## src/rtl/dcc_pkg.sv

```systemverilog
// Shared types, constants and helper functions for the DCC bit sequencer.
// No dependencies; imported by every module of the block.
`timescale 1ns / 1ps

package dcc_pkg;

  localparam int MAX_PACKET_BYTES_DEF = 8;

  localparam logic [4:0] PREAMBLE_RESET = 5'd14;
  localparam logic [4:0] CUTOUT_STEPS   = 5'd4;
  localparam logic [4:0] TOP_BIT        = 5'd7;
  localparam logic [4:0] STOP_MARK      = 5'd8;

  localparam int IDLE_PKT_LEN  = 3;
  localparam int RESET_PKT_LEN = 3;

  localparam logic [2:0] PWR_OFF     = 3'd0;
  localparam logic [2:0] PWR_QUARTER = 3'd1;
  localparam logic [2:0] PWR_FULL    = 3'd4;

  typedef enum logic [0:0] {
    CFG_PREAMBLE_LEN     = 1'b0,
    CFG_START_WITH_RESET = 1'b1
  } cfg_reg_t;

  typedef enum logic [1:0] {
    SRC_NONE = 2'd0,
    SRC_IDLE = 2'd1,
    SRC_A    = 2'd2,
    SRC_B    = 2'd3
  } src_t;

  typedef struct packed {
    logic       action;
    logic [7:0] byte_value;
    logic       byte_last;
  } in_item_t;

  typedef struct packed {
    logic       is_bit;
    logic       track_bit;
    logic [2:0] power_quarters;
    logic       cutout_begin;
    logic       packet_begin;
  } out_item_t;

  typedef struct packed {
    logic     valid;
    in_item_t item;
  } stage_t;

  function automatic logic [7:0] idle_byte(logic [1:0] idx);
    logic [7:0] b;
    unique case (idx)
      2'd0:    b = 8'hFF;
      2'd1:    b = 8'h00;
      2'd2:    b = 8'hFF;
      default: b = 8'h00;
    endcase
    return b;
  endfunction

endpackage

```

## src/rtl/dcc_in_stage.sv

```systemverilog
// Input register of the DCC bit sequencer: holds one accepted transaction.
// Depends on dcc_pkg.
`timescale 1ns / 1ps

module dcc_in_stage
  import dcc_pkg::*;
(
  input  logic     clk,
  input  logic     rst,
  input  logic     item_valid,
  output logic     item_ready,
  input  in_item_t item,
  input  logic     take,
  output stage_t   held
);

  logic     valid;
  in_item_t data;

  assign item_ready = !valid || take;
  assign held.valid = valid;
  assign held.item  = data;

  always_ff @(posedge clk) begin
    if (rst) begin
      valid <= 1'b0;
    end else if (item_ready) begin
      valid <= item_valid;
    end
  end

  always_ff @(posedge clk) begin
    if (item_valid && item_ready) begin
      data <= item;
    end
  end

endmodule

```

## src/rtl/dcc_step.sv

```systemverilog
// Sequencer state, packet buffers and one-step next-bit logic.
// Depends on dcc_pkg.
`timescale 1ns / 1ps

module dcc_step
  import dcc_pkg::*;
#(
  parameter int MAX_PACKET_BYTES = MAX_PACKET_BYTES_DEF
) (
  input  logic       clk,
  input  logic       rst,
  input  logic       cfg_write_en,
  input  logic [0:0] cfg_index,
  input  logic [4:0] cfg_data,
  input  stage_t     held,
  input  logic       fire,
  output out_item_t  res
);

  localparam int CNT_W = $clog2(MAX_PACKET_BYTES + 1);
  localparam int IDX_W = $clog2(MAX_PACKET_BYTES);
  localparam logic [CNT_W-1:0] MAX_CNT = CNT_W'(MAX_PACKET_BYTES);

  typedef enum logic [1:0] {
    PH_CUTOUT   = 2'd0,
    PH_PREAMBLE = 2'd1,
    PH_DATA     = 2'd2
  } phase_t;

  logic [4:0]       preamble_len;
  logic             start_with_reset;
  phase_t           phase, phase_next;
  logic [4:0]       bit_count, bit_count_next;
  logic [IDX_W-1:0] byte_index, byte_index_next;
  logic [CNT_W-1:0] len_a, len_a_next, len_b, len_b_next;
  src_t             cur, cur_next, pending, pending_next;
  logic [CNT_W-1:0] load_count, load_count_next;
  logic             load_target, load_target_next;

  logic [7:0] buffer_a [MAX_PACKET_BYTES];
  logic [7:0] buffer_b [MAX_PACKET_BYTES];

  logic             buf_we, buf_sel, reset_fill;
  logic [IDX_W-1:0] buf_idx;
  logic [4:0]       preamble_start;
  src_t             src_eff, tsrc;
  logic [CNT_W-1:0] len_a_eff, n, count_inc;
  logic [7:0]       rd_byte;
  logic             tgt;

  assign preamble_start = (preamble_len == 5'd0) ? 5'd0 : preamble_len - 5'd1;

  always_comb begin
    phase_next       = phase;
    bit_count_next   = bit_count;
    byte_index_next  = byte_index;
    len_a_next       = len_a;
    len_b_next       = len_b;
    cur_next         = cur;
    pending_next     = pending;
    load_count_next  = load_count;
    load_target_next = load_target;
    buf_we     = 1'b0;
    buf_sel    = load_target;
    buf_idx    = load_count[IDX_W-1:0];
    reset_fill = 1'b0;
    src_eff    = cur;
    len_a_eff  = len_a;
    n          = CNT_W'(IDLE_PKT_LEN);
    rd_byte    = 8'h00;
    tgt        = load_target;
    tsrc       = load_target ? SRC_B : SRC_A;
    count_inc  = load_count;
    res        = '0;

    if (held.item.action) begin
      if (load_count == '0) begin
        tgt  = (cur == SRC_NONE) || (cur == SRC_A);
        tsrc = tgt ? SRC_B : SRC_A;
        if (pending == tsrc) pending_next = SRC_IDLE;
      end
      load_target_next = tgt;
      buf_sel          = tgt;
      if (load_count < MAX_CNT) begin
        buf_we    = 1'b1;
        count_inc = load_count + CNT_W'(1);
      end
      if (held.item.byte_last) begin
        if (tgt) len_b_next = count_inc;
        else len_a_next = count_inc;
        pending_next    = tsrc;
        load_count_next = '0;
      end else begin
        load_count_next = count_inc;
      end
    end else begin
      res.is_bit         = 1'b1;
      res.track_bit      = 1'b1;
      res.power_quarters = PWR_FULL;
      unique case (phase)
        PH_CUTOUT: begin
          if (bit_count == CUTOUT_STEPS) begin
            res.power_quarters = PWR_QUARTER;
            res.cutout_begin   = 1'b1;
            bit_count_next     = bit_count - 5'd1;
          end else if (bit_count != 5'd0) begin
            res.power_quarters = PWR_OFF;
            bit_count_next     = bit_count - 5'd1;
          end else begin
            phase_next     = PH_PREAMBLE;
            bit_count_next = preamble_start;
          end
        end
        PH_PREAMBLE: begin
          if (bit_count != 5'd0) begin
            bit_count_next = bit_count - 5'd1;
          end else begin
            res.track_bit   = 1'b0;
            phase_next      = PH_DATA;
            byte_index_next = '0;
            bit_count_next  = TOP_BIT;
          end
        end
        PH_DATA: begin
          if (byte_index == '0 && bit_count == TOP_BIT) begin
            if (pending == SRC_NONE) begin
              if (start_with_reset) begin
                reset_fill = 1'b1;
                src_eff    = SRC_A;
                len_a_eff  = CNT_W'(RESET_PKT_LEN);
                len_a_next = CNT_W'(RESET_PKT_LEN);
              end else begin
                src_eff = SRC_IDLE;
              end
            end else begin
              src_eff = pending;
            end
            cur_next         = src_eff;
            pending_next     = SRC_IDLE;
            res.packet_begin = 1'b1;
          end
          unique case (src_eff)
            SRC_A: begin
              n       = len_a_eff;
              rd_byte = reset_fill ? 8'h00 : buffer_a[byte_index];
            end
            SRC_B: begin
              n       = len_b;
              rd_byte = buffer_b[byte_index];
            end
            default: begin
              n       = CNT_W'(IDLE_PKT_LEN);
              rd_byte = (byte_index < IDX_W'(IDLE_PKT_LEN)) ? idle_byte(byte_index[1:0])
                                                             : 8'h00;
            end
          endcase
          if (n == '0) n = CNT_W'(1);
          if (n > MAX_CNT) n = MAX_CNT;
          if (bit_count >= STOP_MARK) begin
            if (CNT_W'(byte_index) + CNT_W'(1) >= n) begin
              res.track_bit  = 1'b1;
              phase_next     = PH_CUTOUT;
              bit_count_next = CUTOUT_STEPS;
            end else begin
              res.track_bit   = 1'b0;
              byte_index_next = byte_index + IDX_W'(1);
              bit_count_next  = TOP_BIT;
            end
          end else begin
            res.track_bit  = rd_byte[bit_count[2:0]];
            bit_count_next = (bit_count == 5'd0) ? STOP_MARK : bit_count - 5'd1;
          end
        end
        default: begin
          phase_next = PH_PREAMBLE;
        end
      endcase
    end
  end

  always_ff @(posedge clk) begin
    if (rst) begin
      preamble_len     <= PREAMBLE_RESET;
      start_with_reset <= 1'b0;
      phase            <= PH_PREAMBLE;
      bit_count        <= PREAMBLE_RESET - 5'd1;
      byte_index       <= '0;
      len_a            <= '0;
      len_b            <= '0;
      cur              <= SRC_NONE;
      pending          <= SRC_NONE;
      load_count       <= '0;
      load_target      <= 1'b1;
    end else begin
      if (cfg_write_en) begin
        unique case (cfg_index)
          CFG_PREAMBLE_LEN:     preamble_len     <= cfg_data;
          CFG_START_WITH_RESET: start_with_reset <= cfg_data[0];
          default: ;
        endcase
      end
      if (fire) begin
        phase       <= phase_next;
        bit_count   <= bit_count_next;
        byte_index  <= byte_index_next;
        len_a       <= len_a_next;
        len_b       <= len_b_next;
        cur         <= cur_next;
        pending     <= pending_next;
        load_count  <= load_count_next;
        load_target <= load_target_next;
      end
    end
  end

  // buffer contents: no reset
  always_ff @(posedge clk) begin
    if (fire && buf_we) begin
      if (buf_sel) buffer_b[buf_idx] <= held.item.byte_value;
      else buffer_a[buf_idx] <= held.item.byte_value;
    end
    if (fire && reset_fill) begin
      for (int k = 0; k < RESET_PKT_LEN; k++) begin
        buffer_a[IDX_W'(k)] <= 8'h00;
      end
    end
  end

`ifndef SYNTHESIS
  a_load_result_zero: assert property (@(posedge clk) disable iff (rst)
    fire && held.item.action |-> res == '0)
    else $error("load transaction produced a non-zero result");

  a_cutout_entry: assert property (@(posedge clk) disable iff (rst)
    fire && res.cutout_begin |=> phase == PH_CUTOUT && bit_count == CUTOUT_STEPS - 5'd1)
    else $error("cutout did not advance after its first bit");

  a_packet_source: assert property (@(posedge clk) disable iff (rst)
    fire && res.packet_begin |=> cur != SRC_NONE && pending == SRC_IDLE)
    else $error("packet switch left no source selected");

  a_load_bound: assert property (@(posedge clk) disable iff (rst)
    load_count <= MAX_CNT)
    else $error("load count beyond buffer capacity");
`endif

endmodule

```

## src/rtl/dcc_bit_sequencer_with_cutout.sv

```systemverilog
// DCC bit sequencer with RailCom cutout: top level.
// Instantiates dcc_in_stage and dcc_step; uses dcc_pkg.
//
// Usage: each input transaction is either a bit tick (action 0), which yields
// the next track bit with its power quarters and cutout/packet markers, or a
// packet byte load (action 1), which yields an all-zero result. Every input
// transaction yields exactly one result transaction, in order.
// Both channels are valid/ready. The input register takes a transaction
// whenever it is empty or its content moves on in the same cycle; the step
// logic then updates the sequencer state and loads the result register.
// An accepted transaction is registered in the input register and then in the
// result register. Throughput: one transaction per cycle while the receiver
// does not stall, through the step logic between input and result registers.
// When the receiver stalls, the result holds and one further transaction is
// held in the input register; beyond that item_ready drops.
// Reset (rst, synchronous): both registers empty, preamble of 13 ones
// starts, no packet buffered, first packet idle unless configured as reset.
// Configuration: cfg_write_en with cfg_index 0 = preamble length, 1 =
// start_with_reset; write only while the block is idle.
`timescale 1ns / 1ps

module dcc_bit_sequencer_with_cutout
  import dcc_pkg::*;
#(
  parameter int MAX_PACKET_BYTES = MAX_PACKET_BYTES_DEF
) (
  input  logic       clk,
  input  logic       rst,
  input  logic       cfg_write_en,
  input  logic [0:0] cfg_index,
  input  logic [4:0] cfg_data,
  input  logic       item_valid,
  output logic       item_ready,
  input  in_item_t   item,
  output logic       result_valid,
  input  logic       result_ready,
  output out_item_t  result
);

  stage_t    held;
  logic      fire;
  out_item_t step_res;

  assign fire = held.valid && (!result_valid || result_ready);

  dcc_in_stage u_in_stage (
    .clk        (clk),
    .rst        (rst),
    .item_valid (item_valid),
    .item_ready (item_ready),
    .item       (item),
    .take       (fire),
    .held       (held)
  );

  dcc_step #(
    .MAX_PACKET_BYTES (MAX_PACKET_BYTES)
  ) u_step (
    .clk          (clk),
    .rst          (rst),
    .cfg_write_en (cfg_write_en),
    .cfg_index    (cfg_index),
    .cfg_data     (cfg_data),
    .held         (held),
    .fire         (fire),
    .res          (step_res)
  );

  always_ff @(posedge clk) begin
    if (rst) begin
      result_valid <= 1'b0;
    end else if (fire) begin
      result_valid <= 1'b1;
    end else if (result_ready) begin
      result_valid <= 1'b0;
    end
  end

  always_ff @(posedge clk) begin
    if (fire) begin
      result <= step_res;
    end
  end

endmodule
```

## config.mk

```make
export PLATFORM = sky130hd
export DESIGN_NAME = dcc_bit_sequencer_with_cutout
export DESIGN_NICKNAME = d
export VERILOG_FILES = /design/src/rtl/dcc_pkg.sv /design/src/rtl/dcc_in_stage.sv /design/src/rtl/dcc_step.sv /design/src/rtl/dcc_bit_sequencer_with_cutout.sv
export SDC_FILE = /design/constraint.sdc
export NUM_CORES = 1
export LEC_CHECK = 0
export ABC_AREA = 1
export BUFFER_PORTS_ARGS = -buffer_cell sky130_fd_sc_hd__clkbuf_2
export CAP_MARGIN = 20
export CORE_ASPECT_RATIO = 1.25
export CORE_UTILIZATION = 30
export CTS_BUF_LIST = sky130_fd_sc_hd__clkbuf_16
export CTS_CLUSTER_DIAMETER = 150
export DETAILED_ROUTE_END_ITERATION = 6
export PLACE_DENSITY = 0.44
export SLEW_MARGIN = 25
export SYNTH_ARGS = -nofsm -noshare
export SYNTH_HDL_FRONTEND = slang
export SYNTH_SLANG_ARGS = --single-unit
```

## constraint.sdc

```tcl
create_clock -name clk -period 3.4 [get_ports clk]
set_clock_uncertainty 0.15 [all_clocks]
set_input_delay 0.68 -clock clk [delete_from_list [all_inputs] [get_ports clk]]
set_output_delay 0.68 -clock clk [all_outputs]
set_load 0.02 [all_outputs]
```

==> flow_summary.json, run 1 <==
{
  "hp-class": "in -> reg",
  "slew_headroom_pct": 45.38,
  "syn-num-nets": 982,
  "maxCapViolations": 0,
  "power_leakage_uw": 0.004021,
  "syn_area_per_cell_sq_um": 9.171,
  "synth-edff-count": 119,
  "core_sq_um": 28400,
  "syn_to_final_growth_pct": 14.77,
  "cp_slowest_cell": "dfxtp_1",
  "num_rows": 69,
  "globalplace.congestion": 0.8105,
  "fin_crit_sh_pct": 89.02,
  "dieArea_sq_um": 29580,
  "fp.dieH_um": 192.0,
  "finalPower_uw": 4816,
  "max_stage_delay_ns": 0.32,
  "hpwl_um": 15850,
  "synth_seq_cells": 181,
  "routed_wl_um": 23520,
  "start_util_pct": 30.51,
  "clk_path_buf_depth": 2,
  "postSynthCellCount": 945,
  "crit_top_cell": "inv_1",
  "clkSlewWorstSetupHoldPaths_ns": 0.07,
  "fin_ws_ns": 0.3733,
  "end_kind": "register",
  "crit_fanout": 7,
  "worstPathRequired_ns": 3.57,
  "max_slew.worst_pin.slew_ns": 0.8194,
  "run_status": "completed",
  "syn-cell-area_sq_um": 8667,
  "root_buffer": "clkbuf_16",
  "yosysMostFrequentCell": "nand2_1",
  "ys_seq_area_share_pct": 55.55,
  "critPathTopFamily": "simple AND/OR/NAND/NOR gates",
  "gr-total-overflow": 0,
  "hold_viol_final": 0,
  "tritoncts": "built",
  "fmax_mhz": 330.4,
  "io_buffers": 28,
  "synth_cell_types": 47,
  "finalInstanceArea_sq_um": 9947,
  "nNetsFinal": 1024,
  "antenna_found_initial": 0,
  "drtIter0Drc": 345,
  "antenna_cells": 0,
  "cts_sinks": 181,
  "numCtsBuffers": 17,
  "peakVddDrop_mv": 0.3530,
  "fin_setup_tns_ns": 0,
  "yosysWarnings": 0,
  "grt_pass1_vias": 6512,
  "ys_top_cells_by_count": "nand2_1 (218), edfxtp_1 (119), inv_1 (107)",
  "layout-drive-gt1-share_pct": 16.50,
  "placed_cell_area_sq_um": 9281,
  "crit_type": "reg -> reg",
  "final_max_slew_viol_count": 0,
  "dr.pass1.iters": 5,
  "avgViaCountPerCell": 4.807,
  "yosysTopAreaCell": "edfxtp_1",
  "ioPinCount": 30,
  "grt_max_degree": 71,
  "worst-path-buf-inv": 3,
  "postSynth.asyncResetShare_pct": 0,
  "antenna_left": 0,
  "grt_pass1_wl_um": 36990,
  "drc": 0,
  "start_kind": "register",
  "rsz0062_at_grt": "no",
  "dp_worst_setup_slack_ns": 0.1731,
  "power_density_nw_per_um2": 484.1,
  "setup_viol": 0,
  "post_drt_wl_per_cell_um": 17.36,
  "ctsHoldBuffers": 0,
  "vias": 6514,
  "die_x_um": 154.0,
  "htreeDepth": 4,
  "cp.arrival_ns": 3.19,
  "fin_crit_ns": 3.027,
  "synth_top_area_share_pct": 41.23,
  "clock_latency_ns": 0.44,
  "track_usage_pct": 16.83,
  "crit_chain": "inv_1 > ha_1 > nand3_1 > nor2_4 > nand2_1 > nand2_2 > nor2_4 > inv_1 > o22ai_1 > inv_1 > nor2_1 > o21a_1 > ha_1 > nand4_1 > nand4_1 > o21ai_2 > nand2_2 > a21oi_1 > a211oi_1",
  "synthTopCellsByArea": "edfxtp_1 (41%), dfxtp_1 (14%), nand2_1 (9.4%), nand3_1 (6.1%), inv_1 (4.6%)",
  "synth_top_flop_cell": "edfxtp_1"
}
==> layout by cell type (no fill, tap or decap), types with 3 or more instances in the layout <==
master / n
clkbuf_2: 28
inv_2: 7
o21ai_1: 4
o22ai_1: 21
edfxtp_1: 119
o21ai_0: 37
nand2_2: 5
nand3_1: 104
bufinv_16: 4
nor2_4: 4
a31oi_1: 6
dfxtp_1: 60
nor3_1: 3
nand2_1: 218
buf_4: 35
nor4_1: 3
clkbuf_16: 17
inv_1: 106
o21ai_2: 4
or2_2: 9
ha_1: 16
o22ai_2: 6
a21oi_1: 37
a211oi_1: 6
clkinv_1: 4
a21oi_2: 24
o211ai_1: 8
clkinv_2: 4
nand4_4: 3
nor2_1: 68
==> state kept, by name (all words and copies together), names as in the netlist, named ones only <==
signal,flops
u_step.len_b,4
u_step.load_target,1
u_step.start_with_reset,1
u_step.load_count,4
u_step.cur,2
result,5
u_in_stage.held,10
u_step.phase,2
u_step.buffer_b,64
u_in_stage.valid,1
u_step.buffer_a,64
result_valid,1
u_step.byte_index,3
u_step.preamble_len,5
u_step.pending,2
u_step.len_a,4
u_step.bit_count,5
==> repair_timing <==
action,CTS,global route
resized for setup,0,10
endpoints found under the hold margin,0,0
setup buffers,0,3
endpoints found under the setup margin,0,10
==> kinds of logic after synthesis <==
logic type	share of synthesized area, %
simple gates	21.83
flops	55.55
compound gates	12.13
buf+inv	7.738
fa+ha+maj	2.310
xor+xnor	0.4043
other cells	0.04327
==> path summary, 6_finish.rpt <==
| check | startpoint | endpoint | slack (ns) | cells past startpoint |
|---|---|---|---|---|
| hold / removal | item[1] | u_in_stage.held[1]$_DFFE_PP_ | 0.26 | 1 |
| setup reg to reg | u_step.byte_index[1]$_SDFFE_PP0P_ | u_step.byte_index[2]$_SDFFE_PP0P_ | 0.37 | 19 |
| hold reg to reg | u_step.buffer_a[0][3]$_SDFFE_PP0P_ | u_step.buffer_a[0][3]$_SDFFE_PP0P_ | 0.30 | 2 |
| setup / recovery | u_step.byte_index[1]$_SDFFE_PP0P_ | u_step.byte_index[2]$_SDFFE_PP0P_ | 0.37 | 19 |
==> layer usage <==
metal	track usage (%)	share of wire (%)
met4	6.192	2.1
met5	0	0
met3	2.933	2.9
met1	20.50	45
met2	29.67	50
==> cell type report <==
cell class                 count  area (sq um)
multi-input combinational    608          3213
timing repair buffer          64         422.9
clock buffer                  17         425.4
inverter                     115         439.2
fill                        2893         18460
clock inverter                15         185.2
sequential                   181          4817
tap                          355         444.2
==> report_power, final <==
| group | total (uW) | switching, uW | leakage (uW) | internal, uW |
|---|---|---|---|---|
| Combinational | 271 | 169 | 0.00213 | 102 |
| Sequential | 2460 | 57.0 | 0.00159 | 2400 |
| Clock | 2090 | 864 | 0.000300 | 1220 |
| Total | 4820 | 1090 | 0.00402 | 3730 |
==> per-stage QoR <==
stage,hold WS [ns],std cells,util (%)
3_3_place_gp,0.2911,1319,32.68
5_1_grt,0.2483,1355,35.02
4_1_cts,0.2451,1351,34.83
2_1_floorplan,0.2793,945,-
6_report,0.2638,1355,35.02
3_5_place_dp,0.2930,1319,32.68
No activity file was read; power rests on OpenSTA's default activity.
==> run 2: changes to the inputs <==
--- a/config.mk
+++ b/config.mk
@@ -14,6 +14,7 @@
 export CTS_CLUSTER_DIAMETER = 150
 export DETAILED_ROUTE_END_ITERATION = 6
 export PLACE_DENSITY = 0.44
+export REMOVE_ABC_BUFFERS = 1
 export SLEW_MARGIN = 25
 export SYNTH_ARGS = -nofsm -noshare
 export SYNTH_HDL_FRONTEND = slang
==> flow_summary.json, run 2 (same netlist as run 1, synthesis figures left out) <==
{
  "peakVddDrop_mv": 0.3516,
  "num_rows": 69,
  "dr.pass1.iters": 4,
  "antenna_left": 0,
  "combPwrFrac_pct": 5.5,
  "fin_crit_sh_pct": 91.14,
  "hold_viol_final": 0,
  "drtIter0Drc": 262,
  "antenna_cells": 0,
  "run_status": "completed",
  "globalplace.congestion": 0.7981,
  "dp_cells": 1317,
  "clk_path_buf_depth": 2,
  "fin_crit_ns": 3.099,
  "worstPathRequired_ns": 3.54,
  "avgViaCountPerCell": 4.805,
  "p_switching_uw": 1194,
  "p_int_uw": 3561,
  "setup_viol": 0,
  "die_x_um": 154.0,
  "clkSlewWorstSetupHoldPaths_ns": 0.08,
  "cp.arrival_ns": 3.24,
  "vias": 6491,
  "post_drt_wl_per_cell_um": 17.54,
  "seq_power_share_pct": 51.7,
  "numCtsBuffers": 17,
  "fin_cells": 1351,
  "gr-total-overflow": 0,
  "finalPower_uw": 4755,
  "drc": 0,
  "final_max_slew_viol_count": 0,
  "start_kind": "register",
  "htreeDepth": 4,
  "fmax_mhz": 322.7,
  "fp.dieH_um": 192.0,
  "grt_pass1_vias": 6476,
  "power_leakage_uw": 0.003996,
  "slew_headroom_pct": 48.21,
  "syn_to_final_growth_pct": 14.58,
  "io_buffers": 28,
  "dieArea_sq_um": 29580,
  "max_slew.worst_pin.slew_ns": 0.7769,
  "nNetsFinal": 1020,
  "crit_fanout": 5,
  "grt_max_degree": 71,
  "track_usage_pct": 16.62,
  "power_density_nw_per_um2": 478.8,
  "pwr-share-clk_pct": 42.8,
  "layout-drive-gt1-share_pct": 16.67,
  "start_util_pct": 30.51,
  "antenna_found_initial": 0,
  "crit_type": "reg -> reg",
  "routed_wl_um": 23700,
  "maxCapViolations": 0,
  "cts_sinks": 181,
  "clock_latency_ns": 0.44,
  "grt_pass1_wl_um": 36880,
  "core_sq_um": 28400,
  "layout_common_cells": "nand2_1 (218), edfxtp_1 (119), inv_1 (105)",
  "end_kind": "register",
  "ioPinCount": 30,
  "layout_commonest_cell": "nand2_1",
  "hp-class": "in -> reg",
  "tritoncts": "built",
  "swShare_pct": 25.10,
  "hpwl_um": 15640,
  "root_buffer": "clkbuf_16"
}
==> run 2: cell count changes in the layout (fill, tap and decap cells not counted), moves of 2 or more <==
cell       change
a21oi_1        -3
clkinv_8       +2
clkinv_1       -2
bufinv_16      -3
a21oi_2        +3
clkinv_2       -4
inv_8          +7
buf_4          -4
==> run 2: power by group through the flow <==
stage	Sequential [uW]	Clock, uW	Combinational, uW
after floorplan	2490	0	174
after CTS	2460	2090	266
final	2460	2040	263
after global routing	2460	2170	294
after global placement	2510	0	264
after detailed placement	2510	0	264
==> run 2: path summary, 6_finish.rpt <==
check	start	to	slack, ns	cells after the start
setup reg to reg	u_step.byte_index[0]$_SDFFE_PP0P_	u_step.byte_index[0]$_SDFFE_PP0P_	0.30	19
hold reg to reg	u_step.buffer_a[0][5]$_SDFFE_PP0P_	u_step.buffer_a[0][5]$_SDFFE_PP0P_	0.30	2
hold / removal	item[9]	u_in_stage.held[9]$_DFFE_PP_	0.26	1
setup / recovery	u_step.byte_index[0]$_SDFFE_PP0P_	u_step.byte_index[0]$_SDFFE_PP0P_	0.30	19
==> run 2: metrics by stage <==
stage	TNS [ns]	util [%]	area (sq um)	setup WS [ns]	hold WS [ns]
2_1_floorplan	-0.1638	-	8436	-0.1638	0.2795
3_3_place_gp	0	32.62	9266	0.2161	0.2877
3_5_place_dp	0	32.62	9266	0.1184	0.2925
4_1_cts	0	34.76	9872	0.09552	0.2443
5_1_grt	-0.03001	34.96	9931	-0.02390	0.2332
6_report	0	34.96	9931	0.3013	0.2621
==> run 2: worst max-delay path: stages, from the launching register on <==
cell and delay [ns]:
dfxtp_2 0.35, inv_2 0.10, ha_1 0.18, inv_1 0.05, nor2_1 0.11, nand3_2 0.12
nand2_1 0.09, nand2_2 0.12, nor2_4 0.17, inv_1 0.07, o22ai_1 0.16, inv_1 0.05
o21a_1 0.18, ha_1 0.29, nand4_1 0.12, nand4_1 0.14, o21ai_2 0.12, nand2_2 0.14
a21oi_2 0.19, a211oi_1 0.06
==> run 2: final cells by class <==
cell class                 instances  area (sq um)
timing repair buffer              60         392.9
sequential                       181          4817
tap                              355         444.2
fill                            2911         18470
multi-input combinational        608          3232
clock inverter                    15         180.2
inverter                         115         439.2
clock buffer                      17         425.4
==> run 2: layer usage <==
| layer | up-vias | track usage (%) | share of wire, % |
|---|---|---|---|
| met4 | 0 | 4.885 | 1.1 |
| met5 | - | 0 | 0 |
| met3 | 14 | 2.301 | 2.0 |
| met2 | 83 | 29.77 | 51 |
| li1 | 3275 | - | - |
| met1 | 3119 | 20.69 | 46 |
==> run 2: repair_timing <==
action	4_1_cts	5_1_grt
gates resized for setup	0	14
setup buffers	0	1
hold buffers	0	0
endpoints found under the setup margin	0	10
